File: src/rtl/tsc_pkg.sv
// ----------------------------------------------------------------------------
// tsc_pkg: shared types and constants for the Taylor sine/cosine unit
// Sequencer states, arithmetic unit sizes and the fixed numbers used to
// reduce an angle in degrees and turn it into radians.
// ----------------------------------------------------------------------------
package tsc_pkg;

  // Sequencer states of the top level.
  typedef enum logic [2:0] {
    ST_IDLE,
    ST_MOD,
    ST_XDIV,
    ST_SQ,
    ST_TERM,
    ST_TMUL,
    ST_TDIV,
    ST_FIN
  } tsc_state_t;

  // Quotient bits retired by the divider in one cycle.
  localparam int DIGIT_BITS = 8;
  // Width of the multiplicand slice fed to the multiplier in one cycle.
  localparam int MUL_CHUNK  = 32;
  // Divisor width: wide enough for the radian denominator.
  localparam int DIVR_W     = 14;

  // Angle reduction and degree to radian conversion, pi taken as 3.14:
  // x = a * 157 / 9000, rounded half up.
  localparam logic [DIVR_W-1:0] FULL_TURN_DEG = 14'd360;
  localparam logic [DIVR_W-1:0] RAD_DEN       = 14'd9000;
  localparam int                RAD_NUM       = 157;
  localparam int                RAD_HALF      = 4500;

  // Clipping limits of the 32-bit result.
  localparam logic [31:0] SUM_POS_LIMIT = 32'h7FFF_FFFF;
  localparam logic [31:0] SUM_NEG_LIMIT = 32'h8000_0000;

endpackage

File: src/rtl/tsc_mul.sv
// ----------------------------------------------------------------------------
// tsc_mul: shared multi-cycle multiplier
// Multiplies a by b one MUL_CHUNK-bit slice of a per cycle, most significant
// slice first, and returns the product shifted right by SHIFT bits.
// ----------------------------------------------------------------------------
module tsc_mul #(
  parameter int A_W   = 32,
  parameter int B_W   = 30,
  parameter int SHIFT = 24,
  parameter int OUT_W = 40
) (
  input  logic             clk,
  input  logic             rst_n,
  input  logic             start,
  input  logic [A_W-1:0]   a,
  input  logic [B_W-1:0]   b,
  output logic             done,
  output logic [OUT_W-1:0] res
);
  import tsc_pkg::*;

  localparam int CH    = (A_W + MUL_CHUNK - 1) / MUL_CHUNK;
  localparam int A_PAD = CH * MUL_CHUNK;
  localparam int ACC_W = (A_PAD + B_W > SHIFT + OUT_W) ? A_PAD + B_W : SHIFT + OUT_W;
  localparam int CNT_W = $clog2(CH + 1);

  logic [A_PAD-1:0] a_r;
  logic [B_W-1:0]   b_r;
  logic [ACC_W-1:0] acc_r;
  logic [ACC_W-1:0] acc_nxt;
  logic [CNT_W-1:0] cnt_r;
  logic             busy_r;
  logic             done_r;

  // The accumulator is shifted up one slice each cycle, so the result stays
  // exact modulo 2^ACC_W, which holds the whole product.
  always_comb begin
    acc_nxt = (acc_r << MUL_CHUNK)
            + ACC_W'(a_r[A_PAD-1 -: MUL_CHUNK]) * ACC_W'(b_r);
  end

  always_ff @(posedge clk) begin
    if (!rst_n) begin
      busy_r <= 1'b0;
      done_r <= 1'b0;
      cnt_r  <= '0;
    end else begin
      done_r <= 1'b0;
      if (start) begin
        busy_r <= 1'b1;
        cnt_r  <= CNT_W'(CH);
      end else if (busy_r) begin
        cnt_r <= cnt_r - CNT_W'(1);
        if (cnt_r == CNT_W'(1)) begin
          busy_r <= 1'b0;
          done_r <= 1'b1;
        end
      end
    end
  end

  always_ff @(posedge clk) begin
    if (start) begin
      a_r   <= A_PAD'(a);
      b_r   <= b;
      acc_r <= '0;
    end else if (busy_r) begin
      a_r   <= a_r << MUL_CHUNK;
      acc_r <= acc_nxt;
    end
  end

  assign done = done_r;
  assign res  = acc_r[SHIFT +: OUT_W];

endmodule

File: src/rtl/tsc_div.sv
// ----------------------------------------------------------------------------
// tsc_div: shared multi-cycle divider
// Restoring long division of an unsigned dividend by a narrow divisor,
// DIGIT_BITS quotient bits per cycle. Gives quotient and remainder.
// ----------------------------------------------------------------------------
module tsc_div #(
  parameter int DVD_W = 40
) (
  input  logic                      clk,
  input  logic                      rst_n,
  input  logic                      start,
  input  logic [DVD_W-1:0]          dividend,
  input  logic [tsc_pkg::DIVR_W-1:0] divisor,
  output logic                      done,
  output logic [DVD_W-1:0]          quotient,
  output logic [tsc_pkg::DIVR_W-1:0] remainder
);
  import tsc_pkg::*;

  localparam int STEPS = (DVD_W + DIGIT_BITS - 1) / DIGIT_BITS;
  localparam int PAD_W = STEPS * DIGIT_BITS;
  localparam int CNT_W = $clog2(STEPS + 1);

  logic [PAD_W-1:0]  dvd_r;
  logic [PAD_W-1:0]  dvd_nxt;
  logic [DIVR_W-1:0] rem_r;
  logic [DIVR_W-1:0] rem_nxt;
  logic [DIVR_W-1:0] dvs_r;
  logic [CNT_W-1:0]  cnt_r;
  logic              busy_r;
  logic              done_r;

  // Dividend bits leave at the top while quotient bits enter at the bottom,
  // so after the last step the register holds the quotient.
  always_comb begin
    logic [DIVR_W:0]  r;
    logic [PAD_W-1:0] d;
    r = {1'b0, rem_r};
    d = dvd_r;
    for (int j = 0; j < DIGIT_BITS; j++) begin
      r = {r[DIVR_W-1:0], d[PAD_W-1]};
      d = {d[PAD_W-2:0], 1'b0};
      if (r >= {1'b0, dvs_r}) begin
        r    = r - {1'b0, dvs_r};
        d[0] = 1'b1;
      end
    end
    rem_nxt = r[DIVR_W-1:0];
    dvd_nxt = d;
  end

  always_ff @(posedge clk) begin
    if (!rst_n) begin
      busy_r <= 1'b0;
      done_r <= 1'b0;
      cnt_r  <= '0;
    end else begin
      done_r <= 1'b0;
      if (start) begin
        busy_r <= 1'b1;
        cnt_r  <= CNT_W'(STEPS);
      end else if (busy_r) begin
        cnt_r <= cnt_r - CNT_W'(1);
        if (cnt_r == CNT_W'(1)) begin
          busy_r <= 1'b0;
          done_r <= 1'b1;
        end
      end
    end
  end

  always_ff @(posedge clk) begin
    if (start) begin
      dvd_r <= PAD_W'(dividend);
      rem_r <= '0;
      dvs_r <= divisor;
    end else if (busy_r) begin
      dvd_r <= dvd_nxt;
      rem_r <= rem_nxt;
    end
  end

  assign done      = done_r;
  assign quotient  = dvd_r[DVD_W-1:0];
  assign remainder = rem_r;

endmodule

File: src/rtl/taylor_sine_cosine_unit.sv
// ----------------------------------------------------------------------------
// taylor_sine_cosine_unit: fixed-point Taylor series sine and cosine
// Sequencer and datapath around one shared multiplier and one shared divider.
// ----------------------------------------------------------------------------
// Usage:
// A request on the in_ channel carries an angle in whole degrees, the index
// of the last series term and a mode bit (0 sine, 1 cosine). The angle is
// reduced modulo 360 keeping its sign and turned into radians with pi = 3.14.
// The result on the out_ channel is the partial sum in signed fixed point
// with FRAC_BITS fraction bits, clipped to 32 bits, and a clip flag.
// Every request, including the angle reduction, runs on the shared divider
// and the shared multiplier: two divisions give the reduced angle and x,
// one product gives x squared, and each further term takes one product and
// one division. in_tready is high only while no request is in work, so a
// new request is accepted only after the previous result has been loaded
// into the output register. A finished result sits in the output register;
// while the receiver stalls, the unit may accept and compute the next
// request and then holds it until the register frees. Reset empties the
// output register and returns the sequencer to idle.
// ----------------------------------------------------------------------------
module taylor_sine_cosine_unit #(
  parameter int MAX_TERMS = 15,
  parameter int FRAC_BITS = 24
) (
  input  logic        clk,
  input  logic        rst_n,
  input  logic        in_tvalid,
  output logic        in_tready,
  input  logic [23:0] in_tdata,   // [15:0] angle_degrees, [19:16] last_term_index, rest zero
  input  logic [0:0]  in_tuser,   // [0] mode
  output logic        out_tvalid,
  input  logic        out_tready,
  output logic [31:0] out_tdata,  // [31:0] series_sum
  output logic [0:0]  out_tuser   // [0] saturated
);
  import tsc_pkg::*;

  localparam int X_W   = FRAC_BITS + 3;
  localparam int X2_W  = FRAC_BITS + 6;
  localparam int MAG_W = FRAC_BITS + 8;
  localparam int DVD_W = FRAC_BITS + 16;
  localparam int SUM_W = (FRAC_BITS + 13 > 33) ? FRAC_BITS + 13 : 33;
  localparam int K_W   = $clog2(MAX_TERMS + 2);
  localparam logic [MAG_W-1:0] ONE_MAG = MAG_W'(1) << FRAC_BITS;

  tsc_state_t state_r, state_nxt;

  // Request fields.
  logic [15:0]      in_angle;
  logic [15:0]      in_abs;
  logic [K_W-1:0]   in_n_eff;

  // Per request registers.
  logic             angle_neg_r;
  logic             cos_r;
  logic [K_W-1:0]   n_r;
  logic [X_W-1:0]   x_r;
  logic [X2_W-1:0]  x2_r;
  logic [MAG_W-1:0] mag_r;
  logic             neg_r;
  logic [SUM_W-1:0] sum_r;
  logic [K_W-1:0]   k_r;
  logic [DIVR_W-1:0] d_r;
  logic [31:0]      out_sum_r;
  logic             out_sat_r;
  logic             out_tvalid_r;

  // Shared units.
  logic              div_start, div_done;
  logic [DVD_W-1:0]  div_dvd, div_quo;
  logic [DIVR_W-1:0] div_dvs, div_rem;
  logic              mul_start, mul_done;
  logic [MAG_W-1:0]  mul_a;
  logic [X2_W-1:0]   mul_b;
  logic [DVD_W-1:0]  mul_res;

  // Sequencer controls.
  logic terms_done;
  logic ld_in, ld_x, ld_init, ld_term, ld_out;

  logic [SUM_W-1:0] term_ext;
  logic             sum_fits;

  assign in_angle = in_tdata[15:0];
  assign in_abs   = in_angle[15] ? (~in_angle + 16'd1) : in_angle;
  assign in_n_eff = (int'(in_tdata[19:16]) > MAX_TERMS) ? K_W'(MAX_TERMS)
                                                          : K_W'(in_tdata[19:16]);
  assign terms_done = (k_r > n_r);

  tsc_div #(
    .DVD_W(DVD_W)
  ) u_div (
    .clk      (clk),
    .rst_n    (rst_n),
    .start    (div_start),
    .dividend (div_dvd),
    .divisor  (div_dvs),
    .done     (div_done),
    .quotient (div_quo),
    .remainder(div_rem)
  );

  tsc_mul #(
    .A_W  (MAG_W),
    .B_W  (X2_W),
    .SHIFT(FRAC_BITS),
    .OUT_W(DVD_W)
  ) u_mul (
    .clk  (clk),
    .rst_n(rst_n),
    .start(mul_start),
    .a    (mul_a),
    .b    (mul_b),
    .done (mul_done),
    .res  (mul_res)
  );

  // Operand selection for the shared units.
  always_comb begin
    div_dvd = '0;
    div_dvs = FULL_TURN_DEG;
    mul_a   = mag_r;
    mul_b   = x2_r;
    case (state_r)
      ST_IDLE: begin
        div_dvd = DVD_W'(in_abs);
        div_dvs = FULL_TURN_DEG;
      end
      ST_MOD: begin
        // Reduced angle times 157, scaled, plus half the denominator.
        div_dvd = ((DVD_W'(RAD_NUM) * DVD_W'(div_rem)) << FRAC_BITS) + DVD_W'(RAD_HALF);
        div_dvs = RAD_DEN;
      end
      ST_XDIV: begin
        mul_a = MAG_W'(div_quo[X_W-1:0]);
        mul_b = X2_W'(div_quo[X_W-1:0]);
      end
      ST_TMUL: begin
        div_dvd = mul_res;
        div_dvs = d_r;
      end
      default: begin
        div_dvd = '0;
      end
    endcase
  end

  // Next state.
  always_comb begin
    state_nxt = state_r;
    case (state_r)
      ST_IDLE:  if (in_tvalid) state_nxt = ST_MOD;
      ST_MOD:   if (div_done) state_nxt = ST_XDIV;
      ST_XDIV:  if (div_done) state_nxt = ST_SQ;
      ST_SQ:    if (mul_done) state_nxt = ST_TERM;
      ST_TERM:  state_nxt = terms_done ? ST_FIN : ST_TMUL;
      ST_TMUL:  if (mul_done) state_nxt = ST_TDIV;
      ST_TDIV:  if (div_done) state_nxt = ST_TERM;
      ST_FIN:   if (!out_tvalid_r || out_tready) state_nxt = ST_IDLE;
      default:  state_nxt = ST_IDLE;
    endcase
  end

  // Sequencer outputs.
  always_comb begin
    in_tready = 1'b0;
    div_start = 1'b0;
    mul_start = 1'b0;
    ld_in     = 1'b0;
    ld_x      = 1'b0;
    ld_init   = 1'b0;
    ld_term   = 1'b0;
    ld_out    = 1'b0;
    case (state_r)
      ST_IDLE: begin
        in_tready = 1'b1;
        div_start = in_tvalid;
        ld_in     = in_tvalid;
      end
      ST_MOD:  div_start = div_done;
      ST_XDIV: begin
        mul_start = div_done;
        ld_x      = div_done;
      end
      ST_SQ:   ld_init = mul_done;
      ST_TERM: mul_start = !terms_done;
      ST_TMUL: div_start = mul_done;
      ST_TDIV: ld_term = div_done;
      ST_FIN:  ld_out = !out_tvalid_r || out_tready;
      default: in_tready = 1'b0;
    endcase
  end

  always_ff @(posedge clk) begin
    if (!rst_n) begin
      state_r      <= ST_IDLE;
      out_tvalid_r <= 1'b0;
    end else begin
      state_r <= state_nxt;
      if (ld_out) begin
        out_tvalid_r <= 1'b1;
      end else if (out_tready) begin
        out_tvalid_r <= 1'b0;
      end
    end
  end

  assign term_ext = SUM_W'(div_quo[MAG_W-1:0]);
  // The sum fits in 32 bits when every bit from bit 31 up matches the sign.
  assign sum_fits = (&sum_r[SUM_W-1:31]) | ~(|sum_r[SUM_W-1:31]);

  always_ff @(posedge clk) begin
    if (ld_in) begin
      angle_neg_r <= in_angle[15];
      cos_r       <= in_tuser[0];
      n_r         <= in_n_eff;
    end
    if (ld_x) begin
      x_r <= div_quo[X_W-1:0];
    end
    if (ld_init) begin
      x2_r <= mul_res[X2_W-1:0];
      k_r  <= K_W'(1);
      if (cos_r) begin
        mag_r <= ONE_MAG;
        neg_r <= 1'b0;
        sum_r <= SUM_W'(ONE_MAG);
        d_r   <= DIVR_W'(2);
      end else begin
        mag_r <= MAG_W'(x_r);
        neg_r <= angle_neg_r;
        sum_r <= angle_neg_r ? -SUM_W'(x_r) : SUM_W'(x_r);
        d_r   <= DIVR_W'(6);
      end
    end
    if (ld_term) begin
      mag_r <= div_quo[MAG_W-1:0];
      neg_r <= ~neg_r;
      sum_r <= neg_r ? sum_r + term_ext : sum_r - term_ext;
      k_r   <= k_r + K_W'(1);
      // Next divisor: (2k+2)(2k+3) or (2k+1)(2k+2), stepped by 8k+6 or 8k+2.
      d_r   <= d_r + DIVR_W'({k_r, 3'b000}) + (cos_r ? DIVR_W'(2) : DIVR_W'(6));
    end
    if (ld_out) begin
      out_sat_r <= ~sum_fits;
      if (sum_fits) begin
        out_sum_r <= sum_r[31:0];
      end else if (sum_r[SUM_W-1]) begin
        out_sum_r <= SUM_NEG_LIMIT;
      end else begin
        out_sum_r <= SUM_POS_LIMIT;
      end
    end
  end

  assign out_tvalid = out_tvalid_r;
  assign out_tdata  = out_sum_r;
  assign out_tuser  = out_sat_r;

`ifndef ASSERT_OFF
  a_units_exclusive: assert property (@(posedge clk) disable iff (!rst_n)
    !(div_start && mul_start))
    else $error("divider and multiplier started in the same cycle");

  a_div_done_state: assert property (@(posedge clk) disable iff (!rst_n)
    div_done |-> (state_r == ST_MOD || state_r == ST_XDIV || state_r == ST_TDIV))
    else $error("divider finished outside a divide state");

  a_mul_done_state: assert property (@(posedge clk) disable iff (!rst_n)
    mul_done |-> (state_r == ST_SQ || state_r == ST_TMUL))
    else $error("multiplier finished outside a multiply state");

  a_term_bound: assert property (@(posedge clk) disable iff (!rst_n)
    (state_r == ST_TERM) |-> (k_r <= n_r + K_W'(1)))
    else $error("term counter ran past the last term");

  a_result_from_fin: assert property (@(posedge clk) disable iff (!rst_n)
    $rose(out_tvalid) |-> ($past(state_r) == ST_FIN))
    else $error("result loaded outside the final state");

  a_sat_limit: assert property (@(posedge clk) disable iff (!rst_n)
    (out_tvalid && out_tuser[0]) |->
      (out_tdata == SUM_POS_LIMIT || out_tdata == SUM_NEG_LIMIT))
    else $error("clip flag set on a value that is not a limit");
`endif

endmodule
File: config.mk
export PLATFORM = sky130hd
export DESIGN_NAME = taylor_sine_cosine_unit
export DESIGN_NICKNAME = d
export VERILOG_FILES = /design/src/rtl/tsc_pkg.sv /design/src/rtl/tsc_mul.sv /design/src/rtl/tsc_div.sv /design/src/rtl/taylor_sine_cosine_unit.sv
export SDC_FILE = /design/constraint.sdc
export NUM_CORES = 2
export LEC_CHECK = 0
export BUFFER_PORTS_ARGS = -buffer_cell sky130_fd_sc_hd__buf_2
export CAP_MARGIN = 30
export CORE_ASPECT_RATIO = 1.5
export CORE_UTILIZATION = 51
export CTS_CLUSTER_DIAMETER = 120
export DETAILED_ROUTE_END_ITERATION = 8
export PLACE_DENSITY_LB_ADDON = 0.15
export SYNTH_ARGS = -nofsm -noshare
export SYNTH_HDL_FRONTEND = slang
export SYNTH_SLANG_ARGS = --single-unit
File: constraint.sdc
create_clock -name clk -period 20.2 [get_ports clk]
set_input_delay 3.03 -clock clk [delete_from_list [all_inputs] [get_ports clk]]
set_output_delay 3.03 -clock clk [all_outputs]
set_load 0.05 [all_outputs]
==> summary.txt <==
GRT
  – First-pass GRT wire length: 265 mm
  – Total congestion overflow after global routing: 0
  – Global routing usage summed across all routing layers: 31.2%
  – Number of global-route vias before repair: 46500
  – Number of antenna violations at the first check in global routing: 2
  – Largest net degree at the start of global routing: 81

Logic synthesis
  – Count of unique library cells instantiated by Yosys: 86
  – Yosys reg bits: 389
  – Share of cell area taken by muxes after synthesis: 3.27%
  – Post-synthesis cell type with the largest combined area: sky130_fd_sc_hd__fa_1
  – Adder-Cell Fraction of Synth Area: 42.2%
  – Dominant combinational cell family by area after synthesis: adder cells
  – Cell types with the highest counts after synthesis: 1059 x sky130_fd_sc_hd__inv_1, 996 x sky130_fd_sc_hd__nand2_1, 908 x sky130_fd_sc_hd__fa_1
  – Fraction of the yosys area taken by sequential cells: 19.0%
  – Number of enable flip-flop cells after synthesis: 299
  – Async S/R FF share, synth: 0%
  – Post-synthesis cell area: 0.0569 sq mm
  – Share of Yosys cell area claimed by the top area cell type: 32.0%
  – Syn. warnings: 0
  – Number of cells produced by synthesis: 6061
  – Commonest register cell after synthesis: sky130_fd_sc_hd__edfxtp_1
  – Top cells by area in the synthesized netlist: sky130_fd_sc_hd__fa_1 32%, sky130_fd_sc_hd__edfxtp_1 16%, sky130_fd_sc_hd__ha_1 10%
  – Share of the synthesized area in compound gates (AO/OA/AOI/OAI): 9.31%
  – Simple logic cell fraction of the synthesized area: 13.3%
  – Most frequent cell after synthesis: sky130_fd_sc_hd__inv_1
  – Post-Syn Area per Cell: 9.38 sq um
  – Share of the synthesized netlist area taken by xor and xnor gates: 4.07%

Die
  – I/O pin count: 64
  – Die outline area: 0.113 sq mm
  – Number of core rows: 149
  – Initial Util: 51.6%
  – Die width: 275 microns
  – Die span in y: 411 microns
  – Core region area: 0.110 sq mm

Timing
  – Final hold violation count: 0
  – F_max: 52.6 MHz
  – Fin crit share: 94.1%
  – Worst Tran Pin Value: 0.888 ns
  – Smallest hold slack: 0.454 ns
  – Number of pins with negative max-slew slack in the final report: 0
  – Setup skew after layout: 0.0256 ns
  – Final period demand of the worst path: 19.01 ns
  – Worst relative slew slack: 40.4%
  – # setup viols final: 0

Placed design
  – RePlAce Congestion: 0.935
  – Port Buffers: 59
  – Post-detailed-placement half-perimeter wirelength: 127 mm

Clock network
  – Number of levels in the clock H-tree: 2
  – Clock latency on the worst-skew pair: 0.58 ns
  – Total CTS buffers: 43
  – Total of hold buffers inserted after clock tree synthesis: 0
  – CTS tree: built
  – Root Buffer Master: sky130_fd_sc_hd__clkbuf_16
  – Clock-pin slew on the worst setup and hold paths: 0.06 ns
  – Clock tree sinks: 389
  – Number of buffers between clock root and the deepest sink: 3

Routing
  – WL/cell: 22.2 microns
  – Number of nets still failing antenna checks after routing: 0
  – Number of remaining DRC errors: 0
  – Total Wirelength: 171 mm
  – Initial DRC Count: 2844
  – DRT Pass-1 Iters: 6
  – Number of vias per cell after detailed routing: 5.70
  – Total vias in the final route: 43800

Critical path
  – Crit path arrival time: 19.45 ns
  – Startpoint types: flip-flop
  – Worst stage delay on the critical path: 0.59 ns
  – Critical path capture point type: flip-flop
  – Most Frequent Cell on Critical Path: sky130_fd_sc_hd__buf_4
  – WS Path Type: reg2reg
  – Family of cells with the greatest summed delay on the critical path: compound AO/OA/AOI/OAI gates
  – Slowest cell on the critical path: sky130_fd_sc_hd__or4_4
  – Required arrival time at the worst endpoint: 20.64 ns
  – Number of buffers and inverters on the critical path: 15
  – Critical path peak fanout: 17

Final layout
  – Final net count: 7616
  – Layout cells sized above 1: 9.67%
  – Filler Cell Count: 10000
  – Syn-to-layout area delta: 9.12%
  – Share of the core filled with cells in the final layout: 56.3%

Hold path
  – Type of the most critical hold path: reg2reg

Status
  – Outcome: finished, final reports clean

Run
  – Number of maximum-capacitance violations: 0
## cell families after synthesis
family          Yosys count
compound gates          813
xor+xnor                264
fa+ha+maj              1371
buf+inv                1352
flops                   389
mux                     170
other cells               1
simple gates           1701
## stage by stage
step	cells	worst slack [ns]	TNS, ns	cell area (sq um)
after global routing	7684	-0.0441	-0.252	62000
after global placement	7593	-0.0403	-0.347	60400
after floorplan	6068	0.0941	0	56900
after detailed placement	7598	-0.183	-2.13	60500
final	7685	1.19	0	62100
after CTS	7676	0.0496	0	61900
## path summary, 6_finish.rpt
kind / cells past startpoint / slack [ns] / end / start
max: 99 / 1.19 / u_div.remainder[9] / u_div.dvs_r[12]
min: 0 / 0.45 / x2_r[23] / u_mul.acc_r[47]
max reg2reg: 99 / 1.19 / u_div.remainder[9] / u_div.dvs_r[12]
min reg2reg: 0 / 0.45 / x2_r[23] / u_mul.acc_r[47]
## layout by cell type, fill, tap and decap left out, drive strengths merged, types with 17 or more instances in the layout
cell       n
inv     1061
nand2    996
fa       908
ha       463
buf      394
edfxtp   299
nor2     232
and2     205
a21oi    205
o21ai    169
xnor2    159
a21o     120
xor2     105
dfxtp     90
mux2      88
mux2i     82
clkbuf    63
nand3     43
nor3      43
nor2b     38
a22o      36
o21a      34
o21bai    33
nand2b    32
a211oi    32
o31ai     29
o22ai     26
nand4     22
a31oi     20
nor4      19
o211ai    19
a21boi    17
## area by class of cell
class	instances	area, sq um	area share (%)
multi-input combinational	4327	41200	66.4
tap	1434	1790	2.89
clock buffer	63	1200	1.94
timing repair buffer	394	2920	4.70
clock inverter	15	166	0.268
antenna	2	5.00	0.00807
sequential	389	10800	17.4
inverter	1061	3990	6.43
## registers in the layout, summed over array words and instances (netlist names), 3 cells and up
register / flops
out_tdata: 32
u_mul.acc_r: 64
state_r: 3
d_r: 13
sum_r: 37
u_div.dvs_r: 13
x2_r: 30
mag_r: 32
u_div.remainder: 14
u_mul.b_r: 30
n_r: 4
x_r: 27
u_div.cnt_r: 3
k_r: 5
u_div.quotient: 40
u_mul.a_r: 32
## per-layer routing
layer | track usage, % | share of wire (%)
met5 | 0 | 0.0094
met1 | 35.7 | 36
met4 | 17.0 | 6.5
met2 | 56.5 | 52
met3 | 3.31 | 5.5
## worst register-to-register path: cells and delay by family (launching register included)
family                   cells  cell delay (ns)
AO/OA/AOI/OAI               50             8.29
AND/OR/NAND/NOR             17             2.91
multiplexers                 9             2.60
adder cells (fa/ha/maj)      8             2.48
buffers and inverters       15             2.21
flip-flops                   1             0.38
## repair_timing
action,4_1_cts,5_1_grt
setup buffers,0,5
pin swaps,0,7
resized for setup,7,35
endpoints found under the setup margin,14,14
Power is left out: the tool's default activity adds up to more than one toggle a clock period on the data nets, which glitch-free logic cannot reach.
